## src/hdl/mof_pkg.sv

```systemverilog
// Package with the shared constants, types and state codes of the median outlier filter.
`default_nettype none
package mof_pkg;

  localparam int MAX_SAMPLES    = 32;
  localparam int SAMPLE_W       = 16;
  localparam int DEV_W          = 16;
  localparam int IDX_W          = $clog2(MAX_SAMPLES);
  localparam int CNT_W          = $clog2(MAX_SAMPLES + 1);
  localparam int NUM_BANKS      = 2;
  localparam int BANK_W         = $clog2(NUM_BANKS);
  localparam int RAM_DEPTH      = NUM_BANKS * MAX_SAMPLES;
  localparam int RAM_ADDR_W     = $clog2(RAM_DEPTH);
  localparam int JOB_FIFO_DEPTH = NUM_BANKS;
  localparam int JQ_PTR_W       = $clog2(JOB_FIFO_DEPTH);
  localparam int JQ_FILL_W      = $clog2(JOB_FIFO_DEPTH + 1);

  typedef logic signed [SAMPLE_W-1:0] sample_t;
  typedef logic [CNT_W-1:0]           cnt_t;
  typedef logic [IDX_W-1:0]           idx_t;
  typedef logic [BANK_W-1:0]          bank_t;
  typedef logic [RAM_ADDR_W-1:0]      ram_addr_t;

  // One loaded set, handed from the loader to the emitter.
  typedef struct packed {
    bank_t   bank;
    cnt_t    count;
    sample_t median;
    logic    ovf;
  } job_t;

  // Write port of the arrival store.
  typedef struct packed {
    logic      we;
    ram_addr_t addr;
    sample_t   data;
  } wr_t;

  // Emitter tells the loader that a bank has been fully read out.
  typedef struct packed {
    logic  done;
    bank_t bank;
  } release_t;

  typedef enum logic [1:0] {
    F_LOAD   = 2'b01,
    F_MEDIAN = 2'b10
  } front_state_t;

  typedef enum logic [2:0] {
    B_IDLE  = 3'b001,
    B_RUN   = 3'b010,
    B_FLUSH = 3'b100
  } back_state_t;

endpackage
`default_nettype wire

```

## src/hdl/mof_if.sv

```systemverilog
// Stream interfaces for the sample input channel and the result output channel.
`default_nettype none
interface mof_in_if;
  logic                    valid;
  logic                    ready;
  logic signed [15:0]      sample;
  logic                    last_sample;

  modport source (output valid, output sample, output last_sample, input ready);
  modport sink   (input valid, input sample, input last_sample, output ready);
endinterface

interface mof_out_if;
  logic                    valid;
  logic                    ready;
  logic signed [15:0]      kept_sample;
  logic signed [15:0]      median_value;
  logic                    end_of_run;
  logic                    none_kept;
  logic                    overflowed;

  modport source (output valid, output kept_sample, output median_value,
                  output end_of_run, output none_kept, output overflowed, input ready);
  modport sink   (input valid, input kept_sample, input median_value,
                  input end_of_run, input none_kept, input overflowed, output ready);
endinterface
`default_nettype wire

```

## src/hdl/mof_ram.sv

```systemverilog
// Generic single-write, single-read RAM with registered read data.
`default_nettype none
module mof_ram #(
  parameter int WIDTH = 16,
  parameter int DEPTH = 64
) (
  input  logic                     clk,
  input  logic                     we,
  input  logic [$clog2(DEPTH)-1:0] waddr,
  input  logic [WIDTH-1:0]         wdata,
  input  logic                     re,
  input  logic [$clog2(DEPTH)-1:0] raddr,
  output logic [WIDTH-1:0]         rdata
);

  logic [WIDTH-1:0] mem [DEPTH];

  // Write port, and a read port whose data holds while no read is issued.
  always_ff @(posedge clk) begin
    if (we) begin
      mem[waddr] <= wdata;
    end
    if (re) begin
      rdata <= mem[raddr];
    end
  end

endmodule
`default_nettype wire

```

## src/hdl/mof_front.sv

```systemverilog
// Loader: takes samples, writes them to the arrival store and keeps a sorted cell chain.
`default_nettype none
module mof_front (
  input  logic              clk,
  input  logic              rst,
  mof_in_if.sink            in_stream,
  output mof_pkg::wr_t      ram_wr,
  output mof_pkg::job_t     job,
  output logic              job_push,
  input  logic              job_full,
  input  mof_pkg::release_t rel
);
  import mof_pkg::*;

  front_state_t          state;
  sample_t               cells [MAX_SAMPLES];
  sample_t               cells_next [MAX_SAMPLES];
  logic [MAX_SAMPLES-1:0] lt;
  cnt_t                  count;
  logic                  ovf;
  bank_t                 wbank;
  logic [NUM_BANKS-1:0]  bank_busy;
  logic                  accept;
  logic                  store;
  idx_t                  med_idx;

  assign in_stream.ready = (state == F_LOAD) && !bank_busy[wbank];
  assign accept          = in_stream.valid && in_stream.ready;
  assign store           = accept && (count < CNT_W'(MAX_SAMPLES));

  // Arrival order goes straight into the current bank.
  assign ram_wr.we   = store;
  assign ram_wr.addr = {wbank, count[IDX_W-1:0]};
  assign ram_wr.data = in_stream.sample;

  // Insertion: cells below the new value stay, the rest shift up by one.
  always_comb begin
    for (int i = 0; i < MAX_SAMPLES; i++) begin
      lt[i] = (CNT_W'(i) < count) && (cells[i] < in_stream.sample);
    end
    cells_next[0] = lt[0] ? cells[0] : in_stream.sample;
    for (int i = 1; i < MAX_SAMPLES; i++) begin
      if (lt[i]) begin
        cells_next[i] = cells[i];
      end else if (lt[i-1]) begin
        cells_next[i] = in_stream.sample;
      end else begin
        cells_next[i] = cells[i-1];
      end
    end
  end

  // The median is read in the median state that follows the last sample, once the chain has settled.
  assign med_idx    = IDX_W'(count >> 1);
  assign job.bank   = wbank;
  assign job.count  = count;
  assign job.median = cells[med_idx];
  assign job.ovf    = ovf;
  assign job_push   = (state == F_MEDIAN) && !job_full;

  // Sorted chain has no reset; only entries below the count are ever used.
  always_ff @(posedge clk) begin
    if (store) begin
      for (int i = 0; i < MAX_SAMPLES; i++) begin
        cells[i] <= cells_next[i];
      end
    end
  end

  // Load sequencing and bank ownership.
  always_ff @(posedge clk) begin
    if (rst) begin
      state     <= F_LOAD;
      count     <= '0;
      ovf       <= 1'b0;
      wbank     <= '0;
      bank_busy <= '0;
    end else begin
      case (state)
        F_LOAD: begin
          if (accept) begin
            if (store) begin
              count <= count + 1'b1;
            end else begin
              ovf <= 1'b1;
            end
            if (in_stream.last_sample) begin
              state <= F_MEDIAN;
            end
          end
        end
        F_MEDIAN: begin
          if (job_push) begin
            count <= '0;
            ovf   <= 1'b0;
            wbank <= wbank + 1'b1;
            state <= F_LOAD;
          end
        end
        default: begin
          state <= F_LOAD;
        end
      endcase

      for (int b = 0; b < NUM_BANKS; b++) begin
        if (job_push && (wbank == BANK_W'(b))) begin
          bank_busy[b] <= 1'b1;
        end else if (rel.done && (rel.bank == BANK_W'(b))) begin
          bank_busy[b] <= 1'b0;
        end
      end
    end
  end

endmodule
`default_nettype wire

```

## src/hdl/mof_job_fifo.sv

```systemverilog
// Short queue of loaded sets between the loader and the emitter.
`default_nettype none
module mof_job_fifo (
  input  logic          clk,
  input  logic          rst,
  input  logic          push,
  input  mof_pkg::job_t push_job,
  output logic          full,
  input  logic          pop,
  output mof_pkg::job_t head,
  output logic          empty
);
  import mof_pkg::*;

  job_t                  entries [JOB_FIFO_DEPTH];
  logic [JQ_PTR_W-1:0]   wptr;
  logic [JQ_PTR_W-1:0]   rptr;
  logic [JQ_FILL_W-1:0]  fill;
  logic                  do_push;
  logic                  do_pop;

  assign full    = (fill == JQ_FILL_W'(JOB_FIFO_DEPTH));
  assign empty   = (fill == '0);
  assign head    = entries[rptr];
  assign do_push = push && !full;
  assign do_pop  = pop && !empty;

  // Entry storage.
  always_ff @(posedge clk) begin
    if (do_push) begin
      entries[wptr] <= push_job;
    end
  end

  // Pointers and fill level.
  always_ff @(posedge clk) begin
    if (rst) begin
      wptr <= '0;
      rptr <= '0;
      fill <= '0;
    end else begin
      if (do_push) begin
        wptr <= (wptr == JQ_PTR_W'(JOB_FIFO_DEPTH - 1)) ? '0 : wptr + 1'b1;
      end
      if (do_pop) begin
        rptr <= (rptr == JQ_PTR_W'(JOB_FIFO_DEPTH - 1)) ? '0 : rptr + 1'b1;
      end
      if (do_push && !do_pop) begin
        fill <= fill + 1'b1;
      end else if (do_pop && !do_push) begin
        fill <= fill - 1'b1;
      end
    end
  end

endmodule
`default_nettype wire

```

## src/hdl/mof_back.sv

```systemverilog
// Emitter: reads a set back in arrival order and passes on the samples near the median.
`default_nettype none
module mof_back (
  input  logic                       clk,
  input  logic                       rst,
  input  logic                       cfg_we,
  input  logic [15:0]                cfg_wdata,
  input  mof_pkg::job_t              job,
  input  logic                       job_empty,
  output logic                       job_pop,
  output logic                       ram_re,
  output mof_pkg::ram_addr_t         ram_raddr,
  input  mof_pkg::sample_t           ram_rdata,
  output mof_pkg::release_t          rel,
  mof_out_if.source                  out_stream
);
  import mof_pkg::*;

  back_state_t          state;
  logic [DEV_W-1:0]     max_deviation;
  job_t                 cur;
  cnt_t                 idx;
  logic                 data_vld;
  logic                 pend_vld;
  sample_t              pend_sample;
  logic                 out_vld;
  sample_t              out_sample;
  sample_t              out_median;
  logic                 out_eor;
  logic                 out_nk;
  logic                 out_ovf;
  logic                 out_free;
  logic signed [SAMPLE_W:0] diff;
  logic [SAMPLE_W:0]    abs_diff;
  logic                 kept;
  logic                 stall;
  logic                 more;
  logic                 push_pend;
  logic                 push_last;

  // Configuration register.
  always_ff @(posedge clk) begin
    if (rst) begin
      max_deviation <= '0;
    end else if (cfg_we) begin
      max_deviation <= cfg_wdata;
    end
  end

  // Distance test on the sample returned by the store.
  assign diff     = {ram_rdata[SAMPLE_W-1], ram_rdata} - {cur.median[SAMPLE_W-1], cur.median};
  assign abs_diff = diff[SAMPLE_W] ? (SAMPLE_W+1)'(-diff) : (SAMPLE_W+1)'(diff);
  assign kept     = (abs_diff <= {1'b0, max_deviation});

  // A kept sample is held in a pending register so that the last one can carry the end mark.
  assign out_free  = !out_vld || out_stream.ready;
  assign stall     = data_vld && kept && pend_vld && !out_free;
  assign more      = (idx < cur.count);
  assign push_pend = (state == B_RUN) && !stall && data_vld && kept && pend_vld;
  assign push_last = (state == B_FLUSH) && out_free;

  assign job_pop   = (state == B_IDLE) && !job_empty;
  assign ram_re    = (state == B_RUN) && !stall && more;
  assign ram_raddr = {cur.bank, idx[IDX_W-1:0]};
  assign rel.done  = push_last;
  assign rel.bank  = cur.bank;

  // Sequencer over the stored samples of one set.
  always_ff @(posedge clk) begin
    if (rst) begin
      state    <= B_IDLE;
      idx      <= '0;
      data_vld <= 1'b0;
      pend_vld <= 1'b0;
    end else begin
      case (state)
        B_IDLE: begin
          if (job_pop) begin
            idx      <= '0;
            data_vld <= 1'b0;
            pend_vld <= 1'b0;
            state    <= B_RUN;
          end
        end
        B_RUN: begin
          if (!stall) begin
            if (data_vld && kept) begin
              pend_vld <= 1'b1;
            end
            if (more) begin
              idx      <= idx + 1'b1;
              data_vld <= 1'b1;
            end else begin
              data_vld <= 1'b0;
              state    <= B_FLUSH;
            end
          end
        end
        B_FLUSH: begin
          if (push_last) begin
            state <= B_IDLE;
          end
        end
        default: begin
          state <= B_IDLE;
        end
      endcase
    end
  end

  // Job and pending sample payload.
  always_ff @(posedge clk) begin
    if (job_pop) begin
      cur <= job;
    end
    if ((state == B_RUN) && !stall && data_vld && kept) begin
      pend_sample <= ram_rdata;
    end
  end

  // Output register: valid flag.
  always_ff @(posedge clk) begin
    if (rst) begin
      out_vld <= 1'b0;
    end else if (push_pend || push_last) begin
      out_vld <= 1'b1;
    end else if (out_stream.ready) begin
      out_vld <= 1'b0;
    end
  end

  // Output register: payload.
  always_ff @(posedge clk) begin
    if (push_pend) begin
      out_sample <= pend_sample;
      out_median <= cur.median;
      out_eor    <= 1'b0;
      out_nk     <= 1'b0;
      out_ovf    <= cur.ovf;
    end else if (push_last) begin
      out_sample <= pend_vld ? pend_sample : '0;
      out_median <= cur.median;
      out_eor    <= 1'b1;
      out_nk     <= !pend_vld;
      out_ovf    <= cur.ovf;
    end
  end

  assign out_stream.valid        = out_vld;
  assign out_stream.kept_sample  = out_sample;
  assign out_stream.median_value = out_median;
  assign out_stream.end_of_run   = out_eor;
  assign out_stream.none_kept    = out_nk;
  assign out_stream.overflowed   = out_ovf;

endmodule
`default_nettype wire

```

## src/hdl/median_outlier_filter.sv

```systemverilog
// Top level of the median outlier filter.
// Samples of a set are taken one per clock while the loader is ready; after the sample
// marked last, the block reads the median from its sorted register chain in a median
// state that waits while the job queue is full. The set is then read back from the
// arrival store at one stored sample per cycle while the emitter does not stall, with the
// output register holding the pass while the sink stalls. The arrival store has two banks,
// so a new set loads while the previous one is emitted; loading waits only when both banks
// hold sets still being emitted. Sets larger than MAX_SAMPLES keep the first MAX_SAMPLES
// samples and report overflowed. No clearing pass is needed after reset.
`default_nettype none
module median_outlier_filter (
  input  logic        clk,
  input  logic        rst,
  input  logic        cfg_we,
  input  logic [15:0] cfg_wdata,
  mof_in_if.sink      in_stream,
  mof_out_if.source   out_stream
);
  import mof_pkg::*;

  wr_t       ram_wr;
  job_t      push_job;
  job_t      head_job;
  logic      job_push;
  logic      job_full;
  logic      job_pop;
  logic      job_empty;
  release_t  rel;
  logic      ram_re;
  ram_addr_t ram_raddr;
  sample_t   ram_rdata;

  // Loader.
  mof_front u_front (
    .clk       (clk),
    .rst       (rst),
    .in_stream (in_stream),
    .ram_wr    (ram_wr),
    .job       (push_job),
    .job_push  (job_push),
    .job_full  (job_full),
    .rel       (rel)
  );

  // Queue of loaded sets.
  mof_job_fifo u_job_fifo (
    .clk      (clk),
    .rst      (rst),
    .push     (job_push),
    .push_job (push_job),
    .full     (job_full),
    .pop      (job_pop),
    .head     (head_job),
    .empty    (job_empty)
  );

  // Two-bank arrival store.
  mof_ram #(
    .WIDTH (SAMPLE_W),
    .DEPTH (RAM_DEPTH)
  ) u_arrival_ram (
    .clk   (clk),
    .we    (ram_wr.we),
    .waddr (ram_wr.addr),
    .wdata (ram_wr.data),
    .re    (ram_re),
    .raddr (ram_raddr),
    .rdata (ram_rdata)
  );

  // Emitter.
  mof_back u_back (
    .clk        (clk),
    .rst        (rst),
    .cfg_we     (cfg_we),
    .cfg_wdata  (cfg_wdata),
    .job        (head_job),
    .job_empty  (job_empty),
    .job_pop    (job_pop),
    .ram_re     (ram_re),
    .ram_raddr  (ram_raddr),
    .ram_rdata  (ram_rdata),
    .rel        (rel),
    .out_stream (out_stream)
  );

endmodule
`default_nettype wire

```

## src/flat_wrapper.sv

```systemverilog
// flat-port wrapper written by rule: the top's interface ports become plain ports
module median_outlier_filter_flat import mof_pkg::*;
  (clk, rst, cfg_we, cfg_wdata, in_stream_valid, in_stream_sample, in_stream_last_sample, in_stream_ready, out_stream_valid, out_stream_kept_sample, out_stream_median_value, out_stream_end_of_run, out_stream_none_kept, out_stream_overflowed, out_stream_ready);
  mof_in_if in_stream_i ();
  mof_out_if out_stream_i ();
  input  logic clk;
  input  logic rst;
  input  logic cfg_we;
  input  logic [15:0] cfg_wdata;
  input wire logic [$bits(in_stream_i.valid)-1:0] in_stream_valid;
  input wire logic [$bits(in_stream_i.sample)-1:0] in_stream_sample;
  input wire logic [$bits(in_stream_i.last_sample)-1:0] in_stream_last_sample;
  output wire logic [$bits(in_stream_i.ready)-1:0] in_stream_ready;
  output wire logic [$bits(out_stream_i.valid)-1:0] out_stream_valid;
  output wire logic [$bits(out_stream_i.kept_sample)-1:0] out_stream_kept_sample;
  output wire logic [$bits(out_stream_i.median_value)-1:0] out_stream_median_value;
  output wire logic [$bits(out_stream_i.end_of_run)-1:0] out_stream_end_of_run;
  output wire logic [$bits(out_stream_i.none_kept)-1:0] out_stream_none_kept;
  output wire logic [$bits(out_stream_i.overflowed)-1:0] out_stream_overflowed;
  input wire logic [$bits(out_stream_i.ready)-1:0] out_stream_ready;
  assign in_stream_i.valid = in_stream_valid;
  assign in_stream_i.sample = in_stream_sample;
  assign in_stream_i.last_sample = in_stream_last_sample;
  assign in_stream_ready = in_stream_i.ready;
  assign out_stream_valid = out_stream_i.valid;
  assign out_stream_kept_sample = out_stream_i.kept_sample;
  assign out_stream_median_value = out_stream_i.median_value;
  assign out_stream_end_of_run = out_stream_i.end_of_run;
  assign out_stream_none_kept = out_stream_i.none_kept;
  assign out_stream_overflowed = out_stream_i.overflowed;
  assign out_stream_i.ready = out_stream_ready;
  median_outlier_filter u_core (.clk(clk), .rst(rst), .cfg_we(cfg_we), .cfg_wdata(cfg_wdata), .in_stream(in_stream_i), .out_stream(out_stream_i));
endmodule
```

## config.mk

```make
export PLATFORM = sky130hd
export DESIGN_NAME = median_outlier_filter_flat
export DESIGN_NICKNAME = d
export VERILOG_FILES = /design/src/hdl/mof_pkg.sv /design/src/hdl/mof_if.sv /design/src/hdl/mof_ram.sv /design/src/hdl/mof_front.sv /design/src/hdl/mof_job_fifo.sv /design/src/hdl/mof_back.sv /design/src/hdl/median_outlier_filter.sv /design/src/flat_wrapper.sv
export SDC_FILE = /design/constraint.sdc
export NUM_CORES = 2
export LEC_CHECK = 0
export BUFFER_PORTS_ARGS = -buffer_cell sky130_fd_sc_hd__buf_2
export CORE_MARGIN = 4
export CORE_UTILIZATION = 38
export CTS_CLUSTER_SIZE = 10
export DETAILED_ROUTE_END_ITERATION = 7
export SETUP_SLACK_MARGIN = 0.05
export SLEW_MARGIN = 20
export SYNTH_ARGS = -nofsm -noshare
export SYNTH_HDL_FRONTEND = slang
export SYNTH_HIERARCHICAL = 1
export SYNTH_SLANG_ARGS = --single-unit
```

## constraint.sdc

```tcl
create_clock -name clk -period 10.2 [get_ports clk]
set_input_delay 1.02 -clock clk [delete_from_list [all_inputs] [get_ports clk]]
set_output_delay 1.02 -clock clk [all_outputs]
set_load 0.01 [all_outputs]
```

Yosys cells after proc, flatten, opt, wreduce, memory -nomap -nowiden

Memory sizes are Yosys's and may differ from the RTL's. A register that Yosys moved wholly into a read port is not among the register bits.
Index checks and enable logic that the tools add are counted.

Memories kept: 3
RAM bits: 1584
Register bits: 95
Word-level logic and storage cells: 318
Output and inout port bits: 37

Eq/ne operators: 17
Add/subtract/negate cells: 9
Bitwise logic cells: 2
Reduce and logical (&&, ||, !) cells: 81
Mux-type cells: 117
Magnitude comparators: 68

Memories:

| name                      | words | bits a word | read ports | clocked after memory_dff | write ports | RTL line           | source |
|---|---|---|---|---|---|---|---|
| u_core.u_arrival_ram.mem  | 64    | 16          | 1          | 1                        | 1           | mof_ram.sv:16      | `logic [WIDTH-1:0] mem [DEPTH];` |
| u_core.u_front.cells      | 32    | 16          | 33         | 1                        | 32          | mof_front.sv:16    | `sample_t cells [MAX_SAMPLES];` |
| u_core.u_job_fifo.entries | 2     | 24          | 1          | 1                        | 1           | mof_job_fifo.sv:15 | `job_t entries [JOB_FIFO_DEPTH];` |

Operators by type and width:

| kind                                               | count |
|---|---|
| two-way mux 16 bit                                 | 68 |
| < comparator 16 bit                                | 32 |
| < comparator 5 x 6 -> 1 bit (first input constant) | 16 |
| logical AND 1 bit                                  | 54 |
| < comparator 4 x 6 -> 1 bit (first input constant) | 8 |
| two-way mux 6 bit                                  | 6 |
| < comparator 3 x 6 -> 1 bit (first input constant) | 4 |
| two-way mux 1 bit                                  | 24 |
| case mux 6 bit (2 select lines)                    | 2 |
| AND reduction 4 bit                                | 5 |
| inequality test 2 bit (second input constant)      | 9 |
| less-or-equal comparator 17 x 16 -> 1 bit          | 1 |
| two-way mux 17 bit                                 | 1 |
| negation 17 bit                                    | 1 |
| subtractor 16 x 16 -> 17 bit                       | 1 |
| nonzero test 2 bit                                 | 7 |
| adder 6 x 1 -> 6 bit (second input constant)       | 2 |
| < comparator 1 x 6 -> 1 bit (first input constant) | 2 |
| < comparator 2 x 6 -> 1 bit (first input constant) | 2 |
| two-way mux 3 bit                                  | 4 |
| two-way mux 2 bit                                  | 5 |
| two-way mux 5 bit                                  | 2 |
| zero test 1 bit                                    | 9 |
| case mux 3 bit (3 select lines)                    | 1 |
| 19 further kinds                                   | 28 |

Depth between registers and ports, before layout

Depth after elaboration: 14
Depth in mapped cells: 22
Gate-level depth less buffers: 21

Modules after synthesis

The synthesis kept the hierarchy.

By module, submodules not included:

| module       | cells each | area each (um2) | times used |
|---|---|---|---|
| mof_ram      | 1829       | 40202.3         | 1 |
| mof_front    | 2640       | 36936.7         | 1 |
| mof_back     | 527        | 5783.0          | 1 |
| mof_job_fifo | 100        | 1944.4          | 1 |

Worst setup path after synthesis

OpenSTA, ideal clock, no wires.

Path kind: register -> register
Start point: register u_core/u_back/cur[1] (netlist name)
End point: register u_core.u_back.out_sample[0] (netlist: u_core/u_back/out_stream.kept_sample[0]) (enable)
Slack: 4.024 ns
Period minus slack after synthesis: 6.176 ns
Path buffers: 1
Stages on the path, launching flop included: 22
Required time: 9.766 ns
Arrival time: 5.742 ns
Cell sequence: edfxtp_1 -> ha_1 -> fa_1 -> nand2b_2 -> a21o_2 -> a21oi_2 -> o31a_1 -> nand2_1 -> a21oi_1 -> buf_2 -> nor2_1 -> xnor2_1 -> ha_1 -> nand4_1 -> nor3_1 -> nand4_1 -> o21ai_0 -> a32o_1 -> nand2_1 -> nor2_2 -> nand2_1 -> a21oi_1

Longest elaborated chain between the ends: 13

RTL lines:

| element                                       | RTL line        | source |
|---|---|---|
| subtractor 16 x 16 -> 17 bit (*)              | mof_back.sv:51  | `assign diff = {ram_rdata[SAMPLE_W-1], ram_rdata} - {cur.median[SAMPLE_W-1], cur.median};` |
| negation 17 bit                               | mof_back.sv:52  | `assign abs_diff = diff[SAMPLE_W] ? (SAMPLE_W+1)'(-diff) : (SAMPLE_W+1)'(diff);` |
| two-way mux 17 bit (*)                        | mof_back.sv:52  |  |
| less-or-equal comparator 17 x 16 -> 1 bit (*) | mof_back.sv:53  | `assign kept = (abs_diff <= {1'b0, max_deviation});` |
| logical AND 1 bit (3 in a row)                | mof_back.sv:57  | `assign stall = data_vld && kept && pend_vld && !out_free;` |
| zero test 1 bit                               | mof_back.sv:59  | `assign push_pend = (state == B_RUN) && !stall && data_vld && kept && pend_vld;` |
| logical AND 1 bit (2 in a row)                | mof_back.sv:59  |  |
| logical AND 1 bit (*) (2 in a row)            | mof_back.sv:59  |  |
| nonzero test 2 bit (no line) (*)              | --              |  |
| end signal: assignment                        | mof_back.sv:135 | `out_sample <= pend_sample;` |
| end signal: assignment                        | mof_back.sv:141 | `out_sample <= pend_vld ? pend_sample : '0;` |
| end: declaration                              | mof_back.sv:27  | `sample_t out_sample;` |

Mark *: on every way between the ends. The rest lies on a longest branch, timed or not.
A chain may end at the register's enable or synchronous reset.

Final worst setup path

Start point: register u_core/u_back/cur[1] (netlist name)
End point: register u_core.u_back.out_sample[3] (netlist: u_core/u_back/out_stream.kept_sample[3]) (enable)

Longest elaborated chain between the ends: 13

RTL lines:

| element                                       | RTL line |
|---|---|
| subtractor 16 x 16 -> 17 bit (*)              | mof_back.sv:51 |
| negation 17 bit                               | mof_back.sv:52 |
| two-way mux 17 bit (*)                        | mof_back.sv:52 |
| less-or-equal comparator 17 x 16 -> 1 bit (*) | mof_back.sv:53 |
| logical AND 1 bit (3 in a row)                | mof_back.sv:57 |
| zero test 1 bit                               | mof_back.sv:59 |
| logical AND 1 bit (2 in a row)                | mof_back.sv:59 |
| logical AND 1 bit (*) (2 in a row)            | mof_back.sv:59 |
| nonzero test 2 bit (no line) (*)              | -- |

Marks and branches as above.

==> flow_metrics.env <==
export IMPL_outcome="complete, no violations"
export IMPL_crit_path_frequent_cell="nand2_1"
export IMPL_synth_area_per_cell_um2=16.7
export IMPL_initial_core_util=0.382
export IMPL_antenna_found_initial=27
export IMPL_crit_buf_inv=1
export IMPL_cts_tree="built"
export IMPL_cp_max_fo=20
export IMPL_cp_start_kind="register"
export IMPL_clk_pin_slew_worst_paths_ps=60
export IMPL_critPathArrivalTime_ps=6420
export IMPL_mappedNetlistArea_mm2=0.0849
export IMPL_setup_violations_final=0
export IMPL_ir_worst_vdd_uv=178
export IMPL_grt_pass1_wl_um=358000
export IMPL_fin_skew_ps=86.8
export IMPL_post_cts_resized=0
export IMPL_max_freq_mhz=170
export IMPL_pin_count=75
export IMPL_relSlewSlack=0.245
export IMPL_whs_endpoint="u_core/u_back/pend_sample[7]"
export IMPL_clockRootBuffer="clkbuf_16"
export IMPL_drive_gt1_frac=0.288
export IMPL_cts_buffers=197
export IMPL_avgRoutedWirePerCell_um=30.1
export IMPL_synth_top_flop_cell="edfxtp_1"
export IMPL_hold_violations=0
export IMPL_slowest_delay_ps=610
export IMPL_path_class="reg -> reg"
export IMPL_clock_latency_ps=860
export IMPL_slowest_stage="a21oi_2"
export IMPL_clockBufferDepth=3
export IMPL_grt_overflow_total=0
export IMPL_layout_common_cells="1673 x edfxtp_1, 549 x mux2_2, 508 x ha_1"
export IMPL_dp_cells=8009
export IMPL_final_nets=5782
export IMPL_reg2reg_depth=21
export IMPL_drt_first_pass_iters=5
export IMPL_maxCapViolations=0
export IMPL_max_slew_worst_pin_slew_ps=1130
export IMPL_async_flop_share=0
export IMPL_synthDistinctLibCells=104
export IMPL_power_leakage_nw=31.7
export IMPL_area_growth_pct=11.2
export IMPL_r2r_slack_ps=4310
export IMPL_synth_edf_count=1673
export IMPL_hold_depth=0
export IMPL_synth_net_count=5643
export IMPL_grt_pass1_vias=48684
export IMPL_rows=173
export IMPL_drc=0
export IMPL_cp_top_family="compound AO/OA/AOI/OAI gates"
export IMPL_post_cts_buffers=0
export IMPL_path_depth=21
export IMPL_vias=49233
export IMPL_synth_seq_area_share=0.604
export IMPL_wl_um=250000
export IMPL_synthCells=5096
export IMPL_grt_max_degree=120
export IMPL_drtIter0Drc=5262
export IMPL_rsz0062_at_grt="false"
export IMPL_ant_nets=0
export IMPL_worst_hold_startpoint="u_core/u_arrival_ram/rdata[7]"
export IMPL_htree_levels=4
export IMPL_core_area_mm2=0.222
export IMPL_slew_viol_final=0
export IMPL_hpwlAfterDp_um=164000
export IMPL_fin_crit_ps=5890
export IMPL_cellPowerDensity_mw_per_mm2=169
export IMPL_finalCritPeriodShare=0.577
export IMPL_ctsHoldBuffers=0
export IMPL_crit_chain="ha_1 -> fa_1 -> nand2b_2 -> a21o_2 -> a21oi_2 -> o31a_1 -> nand2_1 -> a21oi_2 -> a21oi_1 -> xnor2_1 -> ha_1 -> nand4_1 -> nor3_1 -> nand4_1 -> o21ai_0 -> a32o_1 -> nand2_1 -> nor2_2 -> nand2_1 -> a21oi_4 -> buf_16"
export IMPL_min_path_type="reg -> reg"
export IMPL_vias_per_cell=5.93
export IMPL_dieArea_mm2=0.231
export IMPL_io_buffers=74
export IMPL_required_ps=10730
export IMPL_cts_sinks=1725
export IMPL_fin_setup_tns_ps=0
export IMPL_yosys_register_bits=1725
export IMPL_final_common_cell="edfxtp_1"
export IMPL_routabilityCongestion=0.885
export IMPL_die_y_um=481
export IMPL_timing_rr_start="u_core/u_back/cur[1]"
export IMPL_grtUsageTotal=0.213
export IMPL_yosysWarningCount=6
export IMPL_fp_dieW_um=481
export IMPL_reg2reg_to="u_core/u_back/out_stream.kept_sample[3]"
export IMPL_setup_worst_path_end_class="register"
export IMPL_fin_cells=8303
-- kinds of logic (layout without fill, tap and decap cells) --
family | after synthesis | in the layout | share of synthesized area
compound gates | 654 | 654 | 0.0557
buf+inv | 378 | 603 | 0.0244
mux | 1064 | 1064 | 0.192
xor+xnor | 33 | 33 | 0.00349
flops | 1725 | 1725 | 0.604
fa+ha+maj | 509 | 509 | 0.0751
other cells | 0 | 7 | 0
simple gates | 733 | 733 | 0.0452
-- worst max path at each step --
stage / to / slack, ps / startpoint
6_report: u_core/u_back/out_stream.kept_sample[3] / 4310 / u_core/u_back/cur[1]
5_1_grt: u_core/u_back/out_stream.overflowed / 3910 / u_core/u_back/cur[1]
4_1_cts: u_core/u_back/out_stream.kept_sample[3] / 3910 / u_core/u_back/cur[1]
3_5_place_dp: u_core/u_back/out_stream.median_value[0] / 3940 / u_core/u_back/cur[1]
3_3_place_gp: u_core/u_back/out_stream.median_value[2] / 3790 / u_core/u_arrival_ram/rdata[0]
2_1_floorplan: u_core/u_back/out_stream.kept_sample[0] / 4020 / u_core/u_back/cur[1]
-- report_power, final --
part           internal [mW]  total [mW]  leakage (nW)  switching (mW)
combinational          0.522        1.34          13.1           0.814
clock                   3.60        6.38          2.72            2.78
sequential              8.03        8.24          15.8           0.209
total                   12.2        16.0          31.7            3.80
-- cells in the mapped netlist (20+ instances only) --
library cell,number,share of area
a211o_1,20,0.0021
a211oi_1,37,0.0033
a21o_1,70,0.0062
a21oi_1,185,0.011
a221oi_1,28,0.0029
a22oi_1,40,0.0035
a31oi_1,32,0.0024
and2_1,40,0.0029
buf_2,68,0.0040
buf_4,52,0.0046
buf_6,33,0.0044
clkbuf_1,110,0.0049
dfxtp_1,52,0.012
edfxtp_1,1673,0.59
ha_1,508,0.075
inv_1,83,0.0037
mux2_2,549,0.073
mux2i_1,105,0.012
mux4_2,380,0.10
nand2_1,154,0.0068
nand2b_1,40,0.0029
nand3_1,45,0.0027
nand4_1,71,0.0052
nor2_1,185,0.0082
nor2b_1,49,0.0036
nor3_1,37,0.0022
o21ai_0,60,0.0035
-- flip-flops by register name, indices dropped and copies added, names as in the netlist, 2 cells and up, named ones only --
register / cells
u_core/u_arrival_ram/mem: 1024
u_core/u_front/cells: 512
u_core/u_job_fifo/entries: 48
u_core/u_back/cur: 23
u_core/u_arrival_ram/rdata: 16
u_core/u_back/max_deviation: 16
u_core/u_back/out_stream.kept_sample: 16
u_core/u_back/out_stream.median_value: 16
u_core/u_back/pend_sample: 16
u_core/u_back/idx: 6
u_core/u_front/count: 6
u_core/u_back/state: 3
u_core/u_front/bank_busy: 2
u_core/u_front/state: 2
u_core/u_job_fifo/fill: 2
-- per-layer routing --
| layer | GRT usage | share of wire | vias to the layer above |
|---|---|---|---|
| met3 | 0.0432 | 0.082 | 455 |
| li1 | - | - | 20962 |
| met5 | 0 | 0.00038 | - |
| met4 | 0.0747 | 0.038 | 12 |
| met1 | 0.296 | 0.42 | 25693 |
| met2 | 0.333 | 0.46 | 2111 |
-- stage by stage --
step	cell area [um2]	setup WS, ps	hold WS [ps]	power, mW	utilization
2_1_floorplan	84900	4020	400	9.09	-
4_1_cts	94300	3910	358	16.1	0.424
3_5_place_dp	88600	3940	436	9.69	0.399
6_report	94400	4310	433	16.0	0.425
3_3_place_gp	88600	3790	432	9.66	0.399
5_1_grt	94400	3910	405	16.5	0.424
-- layout make-up --
class	instances	area, um2
Tap cell	2975	3720
Antenna cell	7	17.5
Multi-Input combinational cell	2993	31700
Clock buffer	255	5210
Sequential cell	1725	51300
Clock inverter	30	445
Timing Repair Buffer	234	1690
Inverter	84	315
Fill cell	19654	128000
Power figures use the tool's default switching activity.
